==> src/hw/rtl/srd_pkg.sv <==
`timescale 1ns / 1ps
// ---------------------------------------------------------------------------
// Sorted record difference package
// Record, result and handshake types shared by the sorted record diff block.
// ---------------------------------------------------------------------------
package srd_pkg;

    localparam int S_TDATA_W = 160;
    localparam int M_TDATA_W = 288;
    localparam int CAP_W     = 16;

    typedef enum logic [1:0] {
        OP_START,
        OP_LOAD,
        OP_CURRENT,
        OP_FINISH
    } t_op;

    typedef enum logic [2:0] {
        KIND_GONE,
        KIND_NEW,
        KIND_MOVED,
        KIND_GONE_CNT,
        KIND_NEW_CNT,
        KIND_MOVED_CNT,
        KIND_SAME_CNT
    } t_kind;

    typedef enum logic [2:0] {
        ST_OK,
        ST_INVALID,
        ST_CAPACITY,
        ST_OVERFLOW,
        ST_FULL
    } t_status;

    typedef struct packed {
        logic [30:0] prov;
        logic [30:0] typ;
        logic [30:0] amt;
        logic [31:0] own;
    } t_rec;

    typedef struct packed {
        logic [30:0] key;
        t_rec        rec;
    } t_entry;

    typedef struct packed {
        t_kind       kind;
        t_status     status;
        logic [31:0] key_or_count;
        t_rec        prior;
        t_rec        after;
    } t_result;

    typedef struct packed {
        logic    push;
        logic    flush;
        t_result item;
    } t_oreq;

    typedef struct packed {
        logic push_ok;
        logic pend_v;
        logic out_free;
    } t_ostat;

endpackage

==> src/hw/rtl/srd_out.sv <==
`timescale 1ns / 1ps
// ---------------------------------------------------------------------------
// Result output stage
// Holds one pending result until its last flag is known, then an output
// register that drives the master stream.
// ---------------------------------------------------------------------------
module srd_out (
    input  logic                              i_clk,
    input  logic                              i_rst_n,
    input  srd_pkg::t_oreq                    i_oreq,
    output srd_pkg::t_ostat                   o_ostat,
    output logic                              o_m_tvalid,
    input  logic                              i_m_tready,
    // status, key_or_count, before_province, before_type, before_amount,
    // before_owner, after_province, after_type, after_amount, after_owner
    output logic [srd_pkg::M_TDATA_W-1:0]     o_m_tdata,
    // kind
    output logic [2:0]                        o_m_tuser,
    output logic                              o_m_tlast
);

    srd_pkg::t_result r_out, n_out;
    srd_pkg::t_result r_pend, n_pend;
    logic             r_out_v, n_out_v;
    logic             r_out_last, n_out_last;
    logic             r_pend_v, n_pend_v;
    logic             out_free;

    assign out_free = !r_out_v || i_m_tready;

    always_comb begin
        n_out      = r_out;
        n_out_last = r_out_last;
        n_out_v    = r_out_v && !i_m_tready;
        n_pend     = r_pend;
        n_pend_v   = r_pend_v;
        if (i_oreq.push) begin
            if (r_pend_v) begin
                n_out      = r_pend;
                n_out_last = 1'b0;
                n_out_v    = 1'b1;
            end
            n_pend   = i_oreq.item;
            n_pend_v = 1'b1;
        end else if (i_oreq.flush && r_pend_v && out_free) begin
            n_out      = r_pend;
            n_out_last = 1'b1;
            n_out_v    = 1'b1;
            n_pend_v   = 1'b0;
        end
    end

    always_ff @(posedge i_clk) begin
        if (!i_rst_n) begin
            r_out_v  <= 1'b0;
            r_pend_v <= 1'b0;
        end else begin
            r_out_v  <= n_out_v;
            r_pend_v <= n_pend_v;
        end
        r_out      <= n_out;
        r_out_last <= n_out_last;
        r_pend     <= n_pend;
    end

    assign o_ostat.push_ok  = !r_pend_v || out_free;
    assign o_ostat.pend_v   = r_pend_v;
    assign o_ostat.out_free = out_free;

    assign o_m_tvalid = r_out_v;
    assign o_m_tlast  = r_out_last;
    assign o_m_tuser  = r_out.kind;
    assign o_m_tdata  = {3'b000,
                         r_out.after.own, r_out.after.amt, r_out.after.typ, r_out.after.prov,
                         r_out.prior.own, r_out.prior.amt, r_out.prior.typ,
                         r_out.prior.prov, r_out.key_or_count, r_out.status};

endmodule

==> config.mk <==
export PLATFORM = sky130hd
export DESIGN_NAME = srd_out
export DESIGN_NICKNAME = d
export VERILOG_FILES = /design/src/hw/rtl/srd_pkg.sv /design/src/hw/rtl/srd_out.sv
export SDC_FILE = /design/constraint.sdc
export NUM_CORES = 1
export LEC_CHECK = 0
export BUFFER_PORTS_ARGS = -buffer_cell sky130_fd_sc_hd__buf_2
export CAP_MARGIN = 25
export CORE_AREA = 3 3 226 228
export DETAILED_ROUTE_END_ITERATION = 7
export DIE_AREA = 0 0 229 231
export HOLD_SLACK_MARGIN = 0.02
export SYNTH_ARGS = -nofsm -noshare
export SYNTH_HDL_FRONTEND = slang
export SYNTH_SLANG_ARGS = --single-unit
==> constraint.sdc <==
create_clock -name i_clk -period 33.2 [get_ports i_clk]
set_clock_uncertainty 0.1 [all_clocks]
set_input_delay 4.98 -clock i_clk [delete_from_list [all_inputs] [get_ports i_clk]]
set_output_delay 4.98 -clock i_clk [all_outputs]
set_load 0.005 [all_outputs]
Word level (Yosys, flattened, before mapping)
Index checks and enable logic that the tools add are counted.
{"block": "classes", "mux": 11, "n_reduce_logical": 10, "eq_ne": 1}
{"operator": "2-to-1 mux 288 bit", "n": 3}
{"operator": "2-to-1 mux 1 bit", "n": 8}
{"operator": "logical AND 1 bit", "n": 3}
{"operator": "logical NOT 1 bit", "n": 3}
{"operator": "logical OR 1 bit", "n": 2}
{"operator": "!= test 2 x 1 -> 1 bit (second input constant)", "n": 1}
{"operator": "AND reduction 2 bit", "n": 1}
{"operator": "nonzero test 2 bit", "n": 1}
{"block": "totals", "output_inout_bits": 296, "register_bits": 579, "in_bits": 293, "elab_cells": 47}

Depth between registers and ports, before layout
Gate-level depths: netlist (run 1).
{"block": "logic_depth", "depth_word": 5, "depth_mapped": 3, "depth_no_buf": 3}

Worst setup path after synthesis (run 1)
OpenSTA, ideal clock, no wires.
{"block": "synth_path", "path_kind": "input to register", "start": "in i_oreq[288] in the netlist's numbering", "end": "reg r_out (netlist bit o_m_tdata[0]) (enable)", "required_time_ns": 31.761, "path_buffers": 0, "cell_stages": 2, "setup_slack_ns": 6.618, "t_arrival_ns": 25.143, "setup_time_ns": 1.339, "path_cell_list": "nand2_1 o21ai_0"}
{"block": "synth_via", "elab_chain_len": 4}
{"item": "start: declaration", "line": "srd_out.sv:10", "rtl": "input srd_pkg::t_oreq i_oreq,"}
{"item": "logical AND 1 bit (2 in a row)", "line": "srd_out.sv:45", "rtl": "end else if (i_oreq.flush && r_pend_v && out_free) begin"}
{"item": "nonzero test 2 bit (no source line)"}
{"item": "AND reduction 2 bit (no source line)"}
{"item": "end signal: assignment", "line": "srd_out.sv:61", "rtl": "r_out <= n_out;"}
{"item": "end: declaration", "line": "srd_out.sv:22", "rtl": "srd_pkg::t_result r_out, n_out;"}
Every way passes these cells.
A chain may end at the register's enable or synchronous reset.

==> impl_metrics.json, run 1 <==
{
  "path_clk_slew_ns": 0.06,
  "cpPeakStageDelay_ns": 0.18,
  "cp_cell_sequence": "buf_2 -> nor2b_4 -> nand2_1 -> buf_2",
  "cts_resized": 0,
  "run_status": "finished clean",
  "synth_ff_type": "edfxtp_1",
  "worstPathMaxFanout": 3,
  "maxCapViolations": 0,
  "first_pass_iters": 4,
  "cp_top_family": "simple AND/OR/NAND/NOR gates",
  "crit_buf_inv": 2,
  "die_w_um": 229,
  "antenna_found_initial": 14,
  "setup_tns_ns": 0,
  "drt-initial-drc-count": 440,
  "period_needed_ns": 10.59,
  "die_height_um": 231,
  "hp-class": "reg -> reg",
  "synth_edf_count": 577,
  "clockBufferDepth": 3,
  "holdBufCountCts": 0,
  "synth_top_cell_area_share_pct": 99.18,
  "start_util_pct": 35.61,
  "cp_slowest_cell": "nor2b_4",
  "drive_gt1_share_pct": 52.78,
  "synth_area_mm2": 0.01747,
  "ys_warn_count": 0,
  "startpoint_type": "input port",
  "drt-total-wl_um": 37930,
  "core_mm2": 0.04905,
  "postCtsSetupRepairBufs": 0,
  "grt_max_degree": 87,
  "relSlewSlack_pct": 31.59,
  "grt_pass1_wl_um": 53740,
  "cp.required_ns": 28.12,
  "clock-sinks": 579,
  "synthTopCellsByArea": "edfxtp_1 (99%), dfxtp_1 (0.23%), buf_4 (0.21%), o21ai_0 (0.086%), nor2b_4 (0.079%)",
  "synth_top_cell_by_area": "edfxtp_1",
  "hold_violations": 0,
  "postRouteAntennaNets": 0,
  "fmax_mhz": 94.45,
  "grt_pass1_vias": 8554,
  "power_leakage_uw": 0.008858,
  "timing.final.crit_share_pct": 31.89,
  "syn_to_final_growth_pct": 32.95,
  "power_density_mw_per_mm2": 68.62,
  "place.gp.congestion": 0.7918,
  "row_count": 81,
  "synth_area_per_cell_um2": 29.31,
  "crit_path_frequent_cell": "buf_2",
  "numCtsBuffers": 58,
  "yosys_register_bits": 579,
  "htreeDepth": 2,
  "port_buffers": 585,
  "place_area_mm2": 0.02127,
  "worstSkewPairLatency_ns": 0.59,
  "detailed_place_hpwl_um": 26790,
  "final_cell_area_mm2": 0.02322,
  "root_buffer": "clkbuf_16",
  "grt-ovfl-total": 0,
  "dieArea_mm2": 0.05290,
  "synthCells": 596,
  "drc": 0,
  "peakVddDrop_mv": 0.05119,
  "ys_async_sr_fraction_pct": 0,
  "cts_tree": "done",
  "grt_usage_pct": 13.72,
  "fin_nets": 1538,
  "drv_slew": 0,
  "synthDistinctLibCells": 11,
  "setup_viol": 0,
  "routedWlPerCell_um": 19.29,
  "worst-slew-pin-transition_ns": 1.026,
  "rsz0062_at_grt": "false",
  "cp.arrival_ns": 5.51,
  "routed_via_density": 4.200,
  "ys_seq_area_share_pct": 99.41,
  "vias": 8258,
  "yosysMostFrequentCell": "edfxtp_1",
  "ios": 589,
  "regToRegSetupSlack_ns": 30.05,
  "netlist_top_cells_count": "edfxtp_1 (577), buf_4 (5), nand2_1 (3), o21ai_0 (3), dfxtp_1 (2)",
  "cp-end-kind": "output pin",
  "critPathKind": "in -> out"
}
-- cell usage in the layout, fill, tap and decap left out --
cell / instances
a21boi_1: 1
a31oi_1: 1
buf_2: 584
buf_4: 7
buf_8: 1
bufinv_16: 5
clkbuf_1: 10
clkbuf_16: 61
clkbuf_8: 5
clkinv_1: 11
clkinv_2: 11
clkinv_4: 1
clkinvlp_4: 1
conb_1: 3
dfxtp_1: 2
diode_2: 8
edfxtp_1: 577
inv_1: 1
inv_2: 1
inv_6: 3
inv_8: 1
nand2_1: 3
nor2b_4: 1
o21ai_0: 2
o21ai_4: 1
-- cell families after synthesis --
| family | Yosys count | share of synthesized area [%] |
|---|---|---|
| simple gates | 4 | 0.1432 |
| flops | 579 | 99.41 |
| other cells | 1 | 0.02147 |
| compound gates | 5 | 0.1647 |
| buf+inv | 7 | 0.2578 |
-- metal layers --
metal | global-route usage [%] | wire, um
met5 | 0 | 68
met4 | 5.882 | 1444
met3 | 5.738 | 3930
met2 | 23.25 | 19320
met1 | 15.27 | 13160
-- power breakdown --
group | switching, uW | internal, uW
logic | 38.5 | 26.5
clock network | 263 | 385
registers | 12.7 | 869
-- area by class of cell --
type | instances | area [um2]
fill | 4173 | 25830
clock buffer | 76 | 1633
multi-input combinational | 12 | 76.32
timing repair buffer | 592 | 2990
tap | 664 | 830.8
clock inverter | 33 | 300.3
sequential | 579 | 17370
inverter | 2 | 7.507
antenna | 8 | 20.02
-- metrics by stage --
| stage | util [%] | total power (uW) | setup slack, ns | hold WS (ns) | std cells |
|---|---|---|---|---|---|
| 6_report | 47.35 | 1594 | 22.61 | 0.3058 | 1966 |
| 2_1_floorplan | - | 927.4 | 6.618 | 0.3003 | 598 |
| 4_1_cts | 47.31 | 1619 | 22.60 | 0.3111 | 1958 |
| 5_1_grt | 47.34 | 1655 | 22.59 | 0.3109 | 1964 |
| 3_5_place_dp | 43.37 | 964.2 | 22.60 | 0.3045 | 1849 |
| 3_3_place_gp | 43.37 | 960.8 | 22.61 | 0.3001 | 1849 |
-- flip-flops by register name, indices dropped and copies added, names as in the netlist --
register and cells:
r_pend_v 1, r_pend 288, o_m_tvalid 1, o_m_tdata 285, o_m_tuser 3, o_m_tlast 1
-- final timing paths --
path                            cells after the start                  start                       end
worst max-delay path                                4             i_m_tready                o_ostat[2]
worst min-delay path                                0  r_pend[116]$_DFFE_PP_  o_m_tdata[182]$_DFFE_PP_
worst max register to register                      4  r_pend_v$_SDFFE_PN0P_  o_m_tdata[192]$_DFFE_PP_
worst min register to register                      0  r_pend[116]$_DFFE_PP_  o_m_tdata[182]$_DFFE_PP_
Power figures use the tool's default switching activity.
==> run 2, diff against run 1 <==
- clock period: 33.2 -> 9.8 ns (I/O delays scaled with it)
==> impl_metrics.json, run 2 (same netlist as run 1, synthesis figures left out) <==
{
  "numCtsBuffers": 59,
  "hp-class": "reg -> reg",
  "antenna_found_initial": 14,
  "cp-end-kind": "register",
  "power_leakage_uw": 0.008907,
  "p_total_uw": 5531,
  "period_needed_ns": 3.974,
  "startpoint_type": "input port",
  "grt-ovfl-total": 0,
  "run_status": "finished clean",
  "worstSkewPairLatency_ns": 0.59,
  "drt-total-wl_um": 37790,
  "final_cell_area_mm2": 0.02334,
  "row_count": 81,
  "grt_pass1_vias": 8658,
  "worstReg2RegStart": "r_pend_v$_SDFFE_PN0P_",
  "drive_gt1_share_pct": 52.82,
  "grt_usage_pct": 13.76,
  "setup_tns_ns": 0,
  "timing.final.crit_share_pct": 40.55,
  "cts_tree": "done",
  "first_pass_iters": 4,
  "cts_resized": 0,
  "worstPathMaxFanout": 77,
  "timing.rr.end": "o_m_tdata[158]$_DFFE_PP_",
  "core_mm2": 0.04905,
  "r2r_cells": 4,
  "grt_pass1_wl_um": 53790,
  "worst-slew-pin-transition_ns": 0.9889,
  "routed_via_density": 4.192,
  "hold_violations": 0,
  "top_register": "r_pend",
  "holdBufCountCts": 0,
  "relSlewSlack_pct": 34.07,
  "clock-sinks": 579,
  "routedWlPerCell_um": 19.21,
  "die_w_um": 229,
  "power_density_mw_per_mm2": 237.0,
  "clockBufferDepth": 3,
  "drc": 0,
  "cp.arrival_ns": 4.07,
  "final_cell_mix": "buf_2 (584), edfxtp_1 (577), clkbuf_16 (61)",
  "ios": 589,
  "crit_end": "o_m_tdata[158]$_DFFE_PP_",
  "root_buffer": "clkbuf_16",
  "syn_to_final_growth_pct": 33.60,
  "fmax_mhz": 251.6,
  "setup_viol": 0,
  "postRouteAntennaNets": 0,
  "start_util_pct": 35.61,
  "path_clk_slew_ns": 0.06,
  "regToRegSetupSlack_ns": 6.74,
  "peakVddDrop_mv": 0.1707,
  "largest_reg_flops": 288,
  "grt_max_degree": 78,
  "dieArea_mm2": 0.05290,
  "detailed_place_hpwl_um": 26680,
  "fin_nets": 1539,
  "place_area_mm2": 0.02127,
  "critPathKind": "in -> reg",
  "vias": 8245,
  "port_buffers": 585,
  "cp.required_ns": 9.90,
  "maxCapViolations": 0,
  "postCtsSetupRepairBufs": 0,
  "drv_slew": 0,
  "place.gp.congestion": 0.8181,
  "worstHoldStart": "r_pend[156]$_DFFE_PP_",
  "drt-initial-drc-count": 416,
  "htreeDepth": 2,
  "rsz0062_at_grt": "false",
  "die_height_um": 231,
  "startpoint": "i_oreq[289]",
  "final_common_cell": "buf_2"
}
run 2: cell count changes in the layout (fill, tap and decap cells not counted), sizes merged:
cell,change
clkinv,-2
bufinv,+6
clkbuf,-3
run 2: area by class of cell:
cell class / count / area [um2]
Timing Repair Buffer: 592 / 2990
Antenna cell: 8 / 20.02
Clock buffer: 73 / 1572
Tap cell: 664 / 830.8
Fill cell: 4186 / 25710
Multi-Input combinational cell: 12 / 76.32
Inverter: 2 / 7.507
Sequential cell: 579 / 17370
Clock inverter: 37 / 475.5
run 2: per-layer routing:
| metal | track usage (%) | up-vias | share of wire, % |
|---|---|---|---|
| met5 | 0 | - | 0.19 |
| met4 | 5.529 | 10 | 2.8 |
| met3 | 5.294 | 80 | 9.9 |
| met2 | 23.47 | 389 | 51 |
| met1 | 15.63 | 4027 | 36 |
| li1 | - | 3739 | - |
run 2: worst max-delay path, stage by stage:
cell	delay, ns
buf_8	0.42
nand2_1	0.21
o21ai_4	0.17
buf_4	0.79
buf_4	0.83
run 2: worst min-delay path by stage:
stage,depth (start not counted),to
final,0,o_m_tdata[159]$_DFFE_PP_
after global routing,0,o_m_tdata[55]$_DFFE_PP_
after floorplan,0,o_m_tdata[0]$_DFFE_PP_
after CTS,0,o_m_tdata[39]$_DFFE_PP_
after global placement,0,o_m_tdata[49]$_DFFE_PP_
after detailed placement,0,o_m_tdata[101]$_DFFE_PP_
run 2: metrics by stage:
step	util (%)	setup slack (ns)	hold WS, ns	std cells
6_report	47.58	5.826	0.3094	1967
5_1_grt	47.57	5.620	0.3191	1965
4_1_cts	47.54	5.815	0.3157	1959
3_5_place_dp	43.37	5.172	0.3045	1849
3_3_place_gp	43.37	5.220	0.3001	1849
2_1_floorplan	-	0.1171	0.3003	598
run 2: report_power, final:
group	total [uW]	internal, uW	leakage [uW]	switching (uW)
Combinational	220	89.7	0.00237	131
Sequential	2990	2940	0.00553	46.1
Clock	2320	1430	0.00100	893
Total	5530	4460	0.00891	1070
