$ cat src/hw/rtl/srd_pkg.sv
`timescale 1ns / 1ps
// ---------------------------------------------------------------------------
// Sorted record difference package
// Record, result and handshake types shared by the sorted record diff block.
// ---------------------------------------------------------------------------
package srd_pkg;

    localparam int S_TDATA_W = 160;
    localparam int M_TDATA_W = 288;
    localparam int CAP_W     = 16;

    typedef enum logic [1:0] {
        OP_START,
        OP_LOAD,
        OP_CURRENT,
        OP_FINISH
    } t_op;

    typedef enum logic [2:0] {
        KIND_GONE,
        KIND_NEW,
        KIND_MOVED,
        KIND_GONE_CNT,
        KIND_NEW_CNT,
        KIND_MOVED_CNT,
        KIND_SAME_CNT
    } t_kind;

    typedef enum logic [2:0] {
        ST_OK,
        ST_INVALID,
        ST_CAPACITY,
        ST_OVERFLOW,
        ST_FULL
    } t_status;

    typedef struct packed {
        logic [30:0] prov;
        logic [30:0] typ;
        logic [30:0] amt;
        logic [31:0] own;
    } t_rec;

    typedef struct packed {
        logic [30:0] key;
        t_rec        rec;
    } t_entry;

    typedef struct packed {
        t_kind       kind;
        t_status     status;
        logic [31:0] key_or_count;
        t_rec        prior;
        t_rec        after;
    } t_result;

    typedef struct packed {
        logic    push;
        logic    flush;
        t_result item;
    } t_oreq;

    typedef struct packed {
        logic push_ok;
        logic pend_v;
        logic out_free;
    } t_ostat;

endpackage

$ cat src/hw/rtl/srd_ctrl.sv
`timescale 1ns / 1ps
// ---------------------------------------------------------------------------
// Merge-join controller
// Decodes input transfers, loads the store, walks it against current
// records, keeps the counters and sticky error, and issues results.
// ---------------------------------------------------------------------------
module srd_ctrl #(
    parameter int DEPTH = 32,
    parameter int AW    = 5,
    parameter int FW    = 6
) (
    input  logic                              i_clk,
    input  logic                              i_rst_n,
    input  logic                              i_cfg_wr_en,
    input  logic [srd_pkg::CAP_W-1:0]         i_cfg_wr_data,
    input  logic                              i_s_tvalid,
    output logic                              o_s_tready,
    input  logic [srd_pkg::S_TDATA_W-1:0]     i_s_tdata,
    input  logic [1:0]                        i_s_tuser,
    output logic                              o_we,
    output logic [AW-1:0]                     o_waddr,
    output srd_pkg::t_entry                   o_wdata,
    output logic [AW-1:0]                     o_raddr,
    input  srd_pkg::t_entry                   i_rdata,
    output srd_pkg::t_oreq                    o_oreq,
    input  srd_pkg::t_ostat                   i_ostat
);

    typedef enum logic [2:0] {
        S_IDLE,
        S_CMP,
        S_FETCH,
        S_COUNT,
        S_TAIL
    } t_state;

    t_state                    r_state, n_state;
    logic                      r_flush_mode, n_flush_mode;
    logic [30:0]               r_key, n_key;
    srd_pkg::t_rec             r_cur, n_cur;
    logic [FW-1:0]             r_fill, n_fill;
    logic [FW-1:0]             r_read_pos, n_read_pos;
    logic                      r_load_seen, n_load_seen;
    logic [30:0]               r_last_load, n_last_load;
    logic                      r_cur_seen, n_cur_seen;
    logic [30:0]               r_last_cur, n_last_cur;
    logic [srd_pkg::CAP_W-1:0] r_changes, n_changes;
    logic [srd_pkg::CAP_W-1:0] r_capacity;
    logic [31:0]               r_gone, n_gone;
    logic [31:0]               r_new, n_new;
    logic [31:0]               r_moved, n_moved;
    logic [31:0]               r_same, n_same;
    srd_pkg::t_status          r_err, n_err;
    logic [1:0]                r_cidx, n_cidx;

    function automatic srd_pkg::t_status change_check(
        input logic [srd_pkg::CAP_W-1:0] changes,
        input logic [srd_pkg::CAP_W-1:0] cap,
        input logic [31:0]               counter
    );
        srd_pkg::t_status res;
        res = srd_pkg::ST_OK;
        if (changes >= cap) begin
            res = srd_pkg::ST_CAPACITY;
        end else if (counter == 32'hFFFF_FFFF) begin
            res = srd_pkg::ST_OVERFLOW;
        end
        return res;
    endfunction

    always_comb begin
        logic [30:0]        in_key;
        srd_pkg::t_rec      in_rec;
        logic               in_bad;
        logic               accept;
        logic               head_v;
        logic               drain;
        logic               differ;
        srd_pkg::t_status   chk;
        srd_pkg::t_result   err_item;

        in_key     = i_s_tdata[30:0];
        in_rec.prov = i_s_tdata[62:32];
        in_rec.typ  = i_s_tdata[94:64];
        in_rec.amt  = i_s_tdata[126:96];
        in_rec.own  = i_s_tdata[159:128];
        in_bad     = i_s_tdata[31] | i_s_tdata[63] | i_s_tdata[95] | i_s_tdata[127];
        accept     = i_s_tvalid && (r_state == S_IDLE);
        head_v     = r_read_pos < r_fill;
        drain      = head_v && (r_flush_mode || (i_rdata.key < r_key));
        differ     = (i_rdata.rec.prov != r_cur.prov) || (i_rdata.rec.typ != r_cur.typ) ||
                     (i_rdata.rec.own != r_cur.own);
        chk        = srd_pkg::ST_OK;
        err_item   = '0;

        n_state      = r_state;
        n_flush_mode = r_flush_mode;
        n_key        = r_key;
        n_cur        = r_cur;
        n_fill       = r_fill;
        n_read_pos   = r_read_pos;
        n_load_seen  = r_load_seen;
        n_last_load  = r_last_load;
        n_cur_seen   = r_cur_seen;
        n_last_cur   = r_last_cur;
        n_changes    = r_changes;
        n_gone       = r_gone;
        n_new        = r_new;
        n_moved      = r_moved;
        n_same       = r_same;
        n_err        = r_err;
        n_cidx       = r_cidx;

        o_oreq       = '0;
        o_we         = 1'b0;
        o_wdata.key  = in_key;
        o_wdata.rec  = in_rec;

        unique case (r_state)
            S_IDLE: begin
                if (accept) begin
                    unique case (srd_pkg::t_op'(i_s_tuser))
                        srd_pkg::OP_START: begin
                            n_fill      = '0;
                            n_read_pos  = '0;
                            n_load_seen = 1'b0;
                            n_cur_seen  = 1'b0;
                            n_changes   = '0;
                            n_gone      = '0;
                            n_new       = '0;
                            n_moved     = '0;
                            n_same      = '0;
                            n_err       = srd_pkg::ST_OK;
                        end
                        srd_pkg::OP_LOAD: begin
                            if (r_err == srd_pkg::ST_OK) begin
                                if (in_bad || r_cur_seen ||
                                    (r_load_seen && (in_key <= r_last_load))) begin
                                    n_err = srd_pkg::ST_INVALID;
                                end else if (r_fill == FW'(DEPTH)) begin
                                    n_err = srd_pkg::ST_FULL;
                                end else begin
                                    o_we        = 1'b1;
                                    n_fill      = r_fill + 1'b1;
                                    n_load_seen = 1'b1;
                                    n_last_load = in_key;
                                end
                            end
                        end
                        srd_pkg::OP_CURRENT: begin
                            if (r_err == srd_pkg::ST_OK) begin
                                if (in_bad || (r_cur_seen && (in_key <= r_last_cur))) begin
                                    n_err = srd_pkg::ST_INVALID;
                                end else begin
                                    n_cur_seen   = 1'b1;
                                    n_last_cur   = in_key;
                                    n_key        = in_key;
                                    n_cur        = in_rec;
                                    n_flush_mode = 1'b0;
                                    n_state      = S_CMP;
                                end
                            end
                        end
                        srd_pkg::OP_FINISH: begin
                            n_cidx = '0;
                            if (r_err == srd_pkg::ST_OK) begin
                                n_flush_mode = 1'b1;
                                n_state      = S_CMP;
                            end else begin
                                n_state = S_COUNT;
                            end
                        end
                        default: ;
                    endcase
                    if ((r_err == srd_pkg::ST_OK) && (n_err != srd_pkg::ST_OK)) begin
                        err_item.kind   = srd_pkg::KIND_GONE;
                        err_item.status = n_err;
                        o_oreq.push     = 1'b1;
                        o_oreq.item     = err_item;
                        n_state         = S_TAIL;
                    end
                end
            end
            S_FETCH: begin
                n_state = S_CMP;
            end
            S_CMP: begin
                if (i_ostat.push_ok) begin
                    if (drain) begin
                        chk = change_check(r_changes, r_capacity, r_gone);
                        if (chk == srd_pkg::ST_OK) begin
                            o_oreq.push              = 1'b1;
                            o_oreq.item.kind         = srd_pkg::KIND_GONE;
                            o_oreq.item.status       = srd_pkg::ST_OK;
                            o_oreq.item.key_or_count = {1'b0, i_rdata.key};
                            o_oreq.item.prior        = i_rdata.rec;
                            n_changes                = r_changes + 1'b1;
                            n_gone                   = r_gone + 32'd1;
                            n_read_pos               = r_read_pos + 1'b1;
                            n_state                  = S_FETCH;
                        end
                    end else if (r_flush_mode) begin
                        n_state = S_COUNT;
                    end else if (head_v && (i_rdata.key == r_key)) begin
                        n_read_pos = r_read_pos + 1'b1;
                        if (differ) begin
                            chk = change_check(r_changes, r_capacity, r_moved);
                            if (chk == srd_pkg::ST_OK) begin
                                o_oreq.push              = 1'b1;
                                o_oreq.item.kind         = srd_pkg::KIND_MOVED;
                                o_oreq.item.status       = srd_pkg::ST_OK;
                                o_oreq.item.key_or_count = {1'b0, r_key};
                                o_oreq.item.prior        = i_rdata.rec;
                                o_oreq.item.after        = r_cur;
                                n_changes                = r_changes + 1'b1;
                                n_moved                  = r_moved + 32'd1;
                            end
                        end else if (r_same == 32'hFFFF_FFFF) begin
                            chk = srd_pkg::ST_OVERFLOW;
                        end else begin
                            n_same = r_same + 32'd1;
                        end
                        n_state = (i_ostat.pend_v || o_oreq.push || (chk != srd_pkg::ST_OK)) ?
                                  S_TAIL : S_IDLE;
                    end else begin
                        chk = change_check(r_changes, r_capacity, r_new);
                        if (chk == srd_pkg::ST_OK) begin
                            o_oreq.push              = 1'b1;
                            o_oreq.item.kind         = srd_pkg::KIND_NEW;
                            o_oreq.item.status       = srd_pkg::ST_OK;
                            o_oreq.item.key_or_count = {1'b0, r_key};
                            o_oreq.item.after        = r_cur;
                            n_changes                = r_changes + 1'b1;
                            n_new                    = r_new + 32'd1;
                        end
                        n_state = S_TAIL;
                    end
                    if (chk != srd_pkg::ST_OK) begin
                        n_err = chk;
                        if (r_flush_mode) begin
                            n_state = S_COUNT;
                        end else begin
                            err_item.kind   = srd_pkg::KIND_GONE;
                            err_item.status = chk;
                            o_oreq.push     = 1'b1;
                            o_oreq.item     = err_item;
                            n_state         = S_TAIL;
                        end
                    end
                end
            end
            S_COUNT: begin
                if (i_ostat.push_ok) begin
                    o_oreq.push        = 1'b1;
                    o_oreq.item.status = r_err;
                    case (r_cidx)
                        2'd0: begin
                            o_oreq.item.kind         = srd_pkg::KIND_GONE_CNT;
                            o_oreq.item.key_or_count = r_gone;
                        end
                        2'd1: begin
                            o_oreq.item.kind         = srd_pkg::KIND_NEW_CNT;
                            o_oreq.item.key_or_count = r_new;
                        end
                        2'd2: begin
                            o_oreq.item.kind         = srd_pkg::KIND_MOVED_CNT;
                            o_oreq.item.key_or_count = r_moved;
                        end
                        default: begin
                            o_oreq.item.kind         = srd_pkg::KIND_SAME_CNT;
                            o_oreq.item.key_or_count = r_same;
                        end
                    endcase
                    n_cidx = r_cidx + 2'd1;
                    if (r_cidx == 2'd3) begin
                        n_state = S_TAIL;
                    end
                end
            end
            S_TAIL: begin
                if (!i_ostat.pend_v) begin
                    n_state = S_IDLE;
                end else begin
                    o_oreq.flush = 1'b1;
                    if (i_ostat.out_free) begin
                        n_state = S_IDLE;
                    end
                end
            end
            default: n_state = S_IDLE;
        endcase
    end

    always_ff @(posedge i_clk) begin
        if (!i_rst_n) begin
            r_state      <= S_IDLE;
            r_flush_mode <= 1'b0;
            r_fill       <= '0;
            r_read_pos   <= '0;
            r_load_seen  <= 1'b0;
            r_last_load  <= '0;
            r_cur_seen   <= 1'b0;
            r_last_cur   <= '0;
            r_changes    <= '0;
            r_capacity   <= '1;
            r_gone       <= '0;
            r_new        <= '0;
            r_moved      <= '0;
            r_same       <= '0;
            r_err        <= srd_pkg::ST_OK;
            r_cidx       <= '0;
        end else begin
            r_state      <= n_state;
            r_flush_mode <= n_flush_mode;
            r_fill       <= n_fill;
            r_read_pos   <= n_read_pos;
            r_load_seen  <= n_load_seen;
            r_last_load  <= n_last_load;
            r_cur_seen   <= n_cur_seen;
            r_last_cur   <= n_last_cur;
            r_changes    <= n_changes;
            if (i_cfg_wr_en) begin
                r_capacity <= i_cfg_wr_data;
            end
            r_gone       <= n_gone;
            r_new        <= n_new;
            r_moved      <= n_moved;
            r_same       <= n_same;
            r_err        <= n_err;
            r_cidx       <= n_cidx;
        end
        r_key <= n_key;
        r_cur <= n_cur;
    end

    assign o_s_tready = (r_state == S_IDLE);
    assign o_waddr    = r_fill[AW-1:0];
    assign o_raddr    = r_read_pos[AW-1:0];

endmodule

$ cat config.mk
export PLATFORM = sky130hd
export DESIGN_NAME = srd_ctrl
export DESIGN_NICKNAME = d
export VERILOG_FILES = /design/src/hw/rtl/srd_pkg.sv /design/src/hw/rtl/srd_ctrl.sv
export SDC_FILE = /design/constraint.sdc
export NUM_CORES = 1
export LEC_CHECK = 0
export BUFFER_PORTS_ARGS = -buffer_cell sky130_fd_sc_hd__buf_2
export CORE_AREA = 2 2 308 310
export DETAILED_ROUTE_END_ITERATION = 8
export DIE_AREA = 0 0 310 312
export GPL_TIMING_DRIVEN = 0
export PLACE_DENSITY_LB_ADDON = 0.05
export SLEW_MARGIN = 10
export SYNTH_ARGS = -nofsm -noshare
export SYNTH_HDL_FRONTEND = slang
export SYNTH_SLANG_ARGS = --single-unit
export TNS_END_PERCENT = 10
$ cat constraint.sdc
create_clock -name i_clk -period 40.2 [get_ports i_clk]
set_input_delay 8.04 -clock i_clk [delete_from_list [all_inputs] [get_ports i_clk]]
set_output_delay 8.04 -clock i_clk [all_outputs]
set_load 0.02 [all_outputs]
; ---- Word-level counts from Yosys, hierarchy flattened
; Cells that the tools add are included.
[word_totals]
elab_cells = 317
in_bits = 341
out_inout_bits = 458
regBits = 401
[op_classes]
n_reduce_logical = 43
magnitude_cmp = 5
eq_ne = 54
n_mux = 180
n_bitwise = 6
add_sub_neg = 8
[ops]
columns = cell, n
row1 = 2-to-1 mux 288 bit, 9
row2 = 2-to-1 mux 32 bit, 22
row3 = 2-to-1 mux 287 bit, 2
row4 = 2-to-1 mux 285 bit, 2
row5 = 2-to-1 mux 125 bit, 4
row6 = case mux 250 bit (2 select lines), 1
row7 = case mux 32 bit (2 select lines), 4
row8 = 2-to-1 mux 163 bit, 1
row9 = 2-to-1 mux 16 bit, 10
row10 = 2-to-1 mux 156 bit, 1
row11 = 2-to-1 mux 3 bit, 51
row12 = "adder 32 x 1 -> 32 bit, second input constant", 4
row13 = "equality test 32 bit, second input constant", 4
row14 = case mux 38 bit (3 select lines), 1
row15 = case mux 32 bit (3 select lines), 1
row16 = 2-to-1 mux 38 bit, 2
row17 = <= comparator 31 bit, 2
row18 = inequality test 31 bit, 2
row19 = 2-to-1 mux 6 bit, 10
row20 = "inequality test 2 bit, second input constant", 21
row21 = 2-to-1 mux 36 bit, 1
row22 = AND reduction 9 bit, 4
row23 = 2-to-1 mux 1 bit, 34
row24 = inequality test 32 bit, 1
row25 = 39 further kinds, 102

; ---- Longest topological paths before layout
[depth]
ltp_word = 26
mapped_depth = 14
depth_no_buf = 11

; ---- Worst setup path after synthesis
; OpenSTA, ideal clock, no wires.
[synth_timing]
path_kind = input to register
start = in i_s_tdata[26] (netlist name)
end = reg r_cur[0] (netlist name) (enable)
t_required_ps = 39298
setup_ps = 902
stages = 7
path_slack_ps = 18736
t_arrival_ps = 20562
n_path_buf = 0
path_cell_list = ha_1 and3_1 and3_1 and2_1 a2bb2oi_1 o211ai_1 a211oi_1
[synth_via]
elab_chain_cells = 5
[synth_rtl]
columns = item, line
row1 = start: declaration, srd_ctrl.sv:18  ; input logic [srd_pkg::S_TDATA_W-1:0] i_s_tdata,
row2 = <= comparator 31 bit, srd_ctrl.sv:152  ; if (in_bad || (r_cur_seen && (in_key <= r_last_cur))) begin
row3 = logical AND 1 bit, srd_ctrl.sv:152
row4 = logical OR 1 bit, srd_ctrl.sv:152
row5 = NOT 1 bit (no source line), --
row6 = AND reduction 5 bit (no source line), --
row7 = end signal: assignment, srd_ctrl.sv:333  ; r_cur <= n_cur;
row8 = end: declaration, srd_ctrl.sv:40  ; srd_pkg::t_rec r_cur, n_cur;
; Every way passes these cells.
; A chain may end at the register's enable or synchronous reset.

==> summary.md <==
| Metric | Value |
|---|---|
| Outcome | `complete, no violations` |
| Seq/Total Area, Yosys | `39.0%` |
| CP Max Fanout | `10` |
| RePlAce Congestion | `1.02` |
| Final hold slack | `between 0.4 and 0.5 ns` |
| Max Root-Sink Buffers | `3` |
| FF-to-FF Start | `r_cur[15]$_DFFE_PP_` |
| Largest net degree at the start of global routing | `16` |
| Worst-Skew Late Latency | `0.64 ns` |
| Core ar. | `roughly 93000 sq um` |
| Global route overflow | `0` |
| Initial Utilization | `26.4%` |
| CTS sink cnt | `401` |
| Setup bufs post-CTS | `0` |
| CP peak stage delay | `0.92 ns` |
| # nets final | `4102` |
| Iter 0 DRT Violations | `between 2000 and 2500` |
| Final period utilization | `54.6%` |
| Residual DRC count | `0` |
| Max Freq | `45.5 MHz` |
| Most frequent cells in the layout | `buf_2, nand2_1, dfxtp_1` |
| Least-Margin Pin Slew | `1.16 ns` |
| Commonest non-fill, non-tap cell in the layout | `buf_2` |
| Hold EP | `r_last_load[13]$_SDFFE_PN0P_` |
| Ys flop type | `dfxtp_1` |
| CP endpoint kind | `primary output` |
| Number of flops mapped to enable cells by yosys | `156` |
| Min-delay src | `r_last_load[13]$_SDFFE_PN0P_` |
| Fraction of layout cells with a size suffix above 1 | `29.9%` |
| Most used cell, CP | `buf_2` |
| Number of library cell types mapped by synthesis | `85` |
| Critical Path RT | `roughly 32 ns` |
| Slowest cell on crit path | `nor3_1` |
| Total CTS buffers | `53` |
| H-tree Lvls | `2` |
| Worst Path Class, Setup | `primary input to primary output` |
| CTS tree | `yes` |
| Max Cap Viol | `0` |
| TritonRoute pass-1 iters | `8` |
| Clk pin slew, worst setup/hold paths | `0.06 ns` |
| Via count | `about 25000` |
| Global-route wire length before repair | `around 200 mm` |
| Die width | `310 um` |
| Critical-path cell list | `buf_2, xnor2_1, nand4_1, nor4_1, nand4_1, nor3_1, clkbuf_1, mux2i_1, or2_1, o2111a_1, buf_2, buf_2, and2_1, buf_2` |
| Via/cell ratio | `between 5 and 6` |
| Hold depth | `2` |
| Leak | `13.9 nW` |
| R2r endpoint | `r_same[6]$_SDFFE_PN0P_` |
| CP Launch Type | `primary input` |
| Post-cts repair resize count | `0` |
| Seq cells post-synth | `401` |
| Synthesis-to-layout area growth | `31.2%` |
| Share of synthesized flip-flops with an asynchronous set or reset | `0%` |
| # setup viols final | `0` |
| GRT Total Usage | `31.0%` |
| Post-Route WL | `~150 mm` |
| Final hold violations | `0` |
| Die Y | `312 um` |
| Cells after Synth | `between 2000 and 3000` |
| FILL cells | `10147` |
| CTS root buf | `clkbuf_16` |
| Vias in the first global route | `24072` |
| Arrival @ worst endpoint | `13.92 ns` |
| Crit path time final | `between 20 and 25 ns` |
| Per-cell routed wire length | `31.2 um` |
| # hold bufs at CTS | `0` |
| Row count | `112` |
| Initial antenna violation count | `57` |
| Clock Skews | `about 0.036 ns` |
| IO Pins | `799` |
| Post-route ant nets | `0` |
| Worst IR Drop VDD | `0.0000266 V` |
| Post-synthesis instance area | `24600 sq um` |
| Dpl hpwl | `131 mm` |
| R2R cell count | `11` |
| Placement Setup Slack | `18.23 ns` |
| Final WS setup | `18.24 ns` |
| Avg Cell Area, Syn | `8.88 sq um` |
| Flop-to-flop setup slack | `35.53 ns` |
| Synth Net Count | `3238` |
| RSZ-0062 raised after global routing | `no` |
| Port Buffer Count | `797` |
| Rel. slew slack | `21.9%` |
| Die ar. | `a little under 100000 sq um` |
| Power Density | `38.4 nW/um^2` |
| Hold Crit Class | `register to register` |
| Slew Viols, Final | `0` |
| Setup tns final | `0 ns` |
| Syn. warnings | `0` |
cell families (layout without fill, tap and decap cells):
group           count (synthesis)  in the layout  share of synthesized area, %
fa+ha+maj                     128            128                          6.51
xor+xnor                      183            183                          6.52
buf+inv                       456           1365                          9.64
mux                            18             18                         0.732
simple gates                 1096           1096                          23.6
flops                         401            401                          39.0
compound gates                487            487                          14.0
other cells                     0             18                             0
layer usage:
layer / GRT usage [%] / vias to the layer above / part of all wire (%) / routed length [um]
li1: - / 11483 / - / -
met1: 39.0 / 12071 / 41 / 64100
met2: 48.4 / 999 / 44 / 68300
met3: 8.05 / 268 / 7.7 / 12000
met4: 16.2 / 18 / 6.4 / 9820
met5: 1.39 / - / 0.18 / 275
worst max-delay path, delay by kind of cell:
| family | cells | cell delay (ns) |
|---|---|---|
| multiplexers | 1 | 0.38 |
| AO/OA/AOI/OAI | 1 | 0.84 |
| AND/OR/NAND/NOR | 6 | 2.50 |
| buffers and inverters | 5 | 1.73 |
| XOR/XNOR | 1 | 0.39 |
cells in the mapped netlist (26+ instances only):
library cell | instances | area (sq um)
a21boi_0 | 72 | 541
edfxtp_1 | 156 | 4680
and2_1 | 145 | 907
ha_1 | 128 | 1600
clkbuf_1 | 128 | 480
buf_4 | 167 | 1250
nor2_1 | 136 | 510
a222oi_1 | 32 | 320
nand2_1 | 287 | 1080
a22o_1 | 63 | 552
nand3_1 | 62 | 310
a21oi_1 | 86 | 430
nand4_1 | 80 | 500
o21ai_0 | 96 | 480
xnor2_1 | 157 | 1380
nor3_1 | 46 | 230
and3_1 | 157 | 982
xor2_1 | 26 | 228
dfxtp_1 | 245 | 4900
inv_1 | 136 | 510
or3_1 | 35 | 219
nor4_1 | 49 | 307
metrics by stage:
stage	area (sq um)	cells	utilization [%]	total power [mW]
after global placement	30200	4820	32.4	0.732
after floorplan	24600	2769	-	0.585
after detailed placement	30400	4832	32.7	0.730
final	32300	4950	34.7	1.24
after global routing	32300	4939	34.7	1.28
after CTS	32200	4932	34.6	1.25
layout make-up:
class	instances	area [sq um]	share of cell area (%)
tap	1254	1570	4.86
antenna	18	45.0	0.140
clock buffer	73	1510	4.69
inverter	137	514	1.59
sequential	401	9590	29.7
buffer	319	1860	5.76
timing repair buffer	809	4220	13.1
multi-input combinational	1912	12700	39.2
clock inverter	27	308	0.953
registers in the layout, indices dropped and copies added, names as in the netlist, 2 cells and up:
register,count
r_cur,125
r_gone,32
r_moved,32
r_new,32
r_same,32
r_key,31
r_last_cur,31
r_last_load,31
r_capacity,16
r_changes,16
r_fill,6
r_read_pos,6
r_err,3
r_state,3
r_cidx,2
how the worst max path moves through the flow:
stage | from | end | cells after the start
after CTS | i_rdata[64] | o_oreq[230] | 14
final | i_rdata[15] | o_oreq[230] | 14
after floorplan | i_s_tdata[26] | r_cur[0]$_DFFE_PP_ | 7
after global placement | i_s_tdata[12] | r_cur[16]$_DFFE_PP_ | 8
after detailed placement | i_rdata[64] | o_oreq[230] | 14
after global routing | i_rdata[15] | o_oreq[230] | 14
where the power goes:
group / leakage, nW / internal [mW] / switching (mW)
Sequential: 3.38 / 0.428 / 0.00498
Clock: 0.907 / 0.307 / 0.208
Combinational: 9.61 / 0.0832 / 0.207
Note: power is estimated with default switching activity, not from simulation.
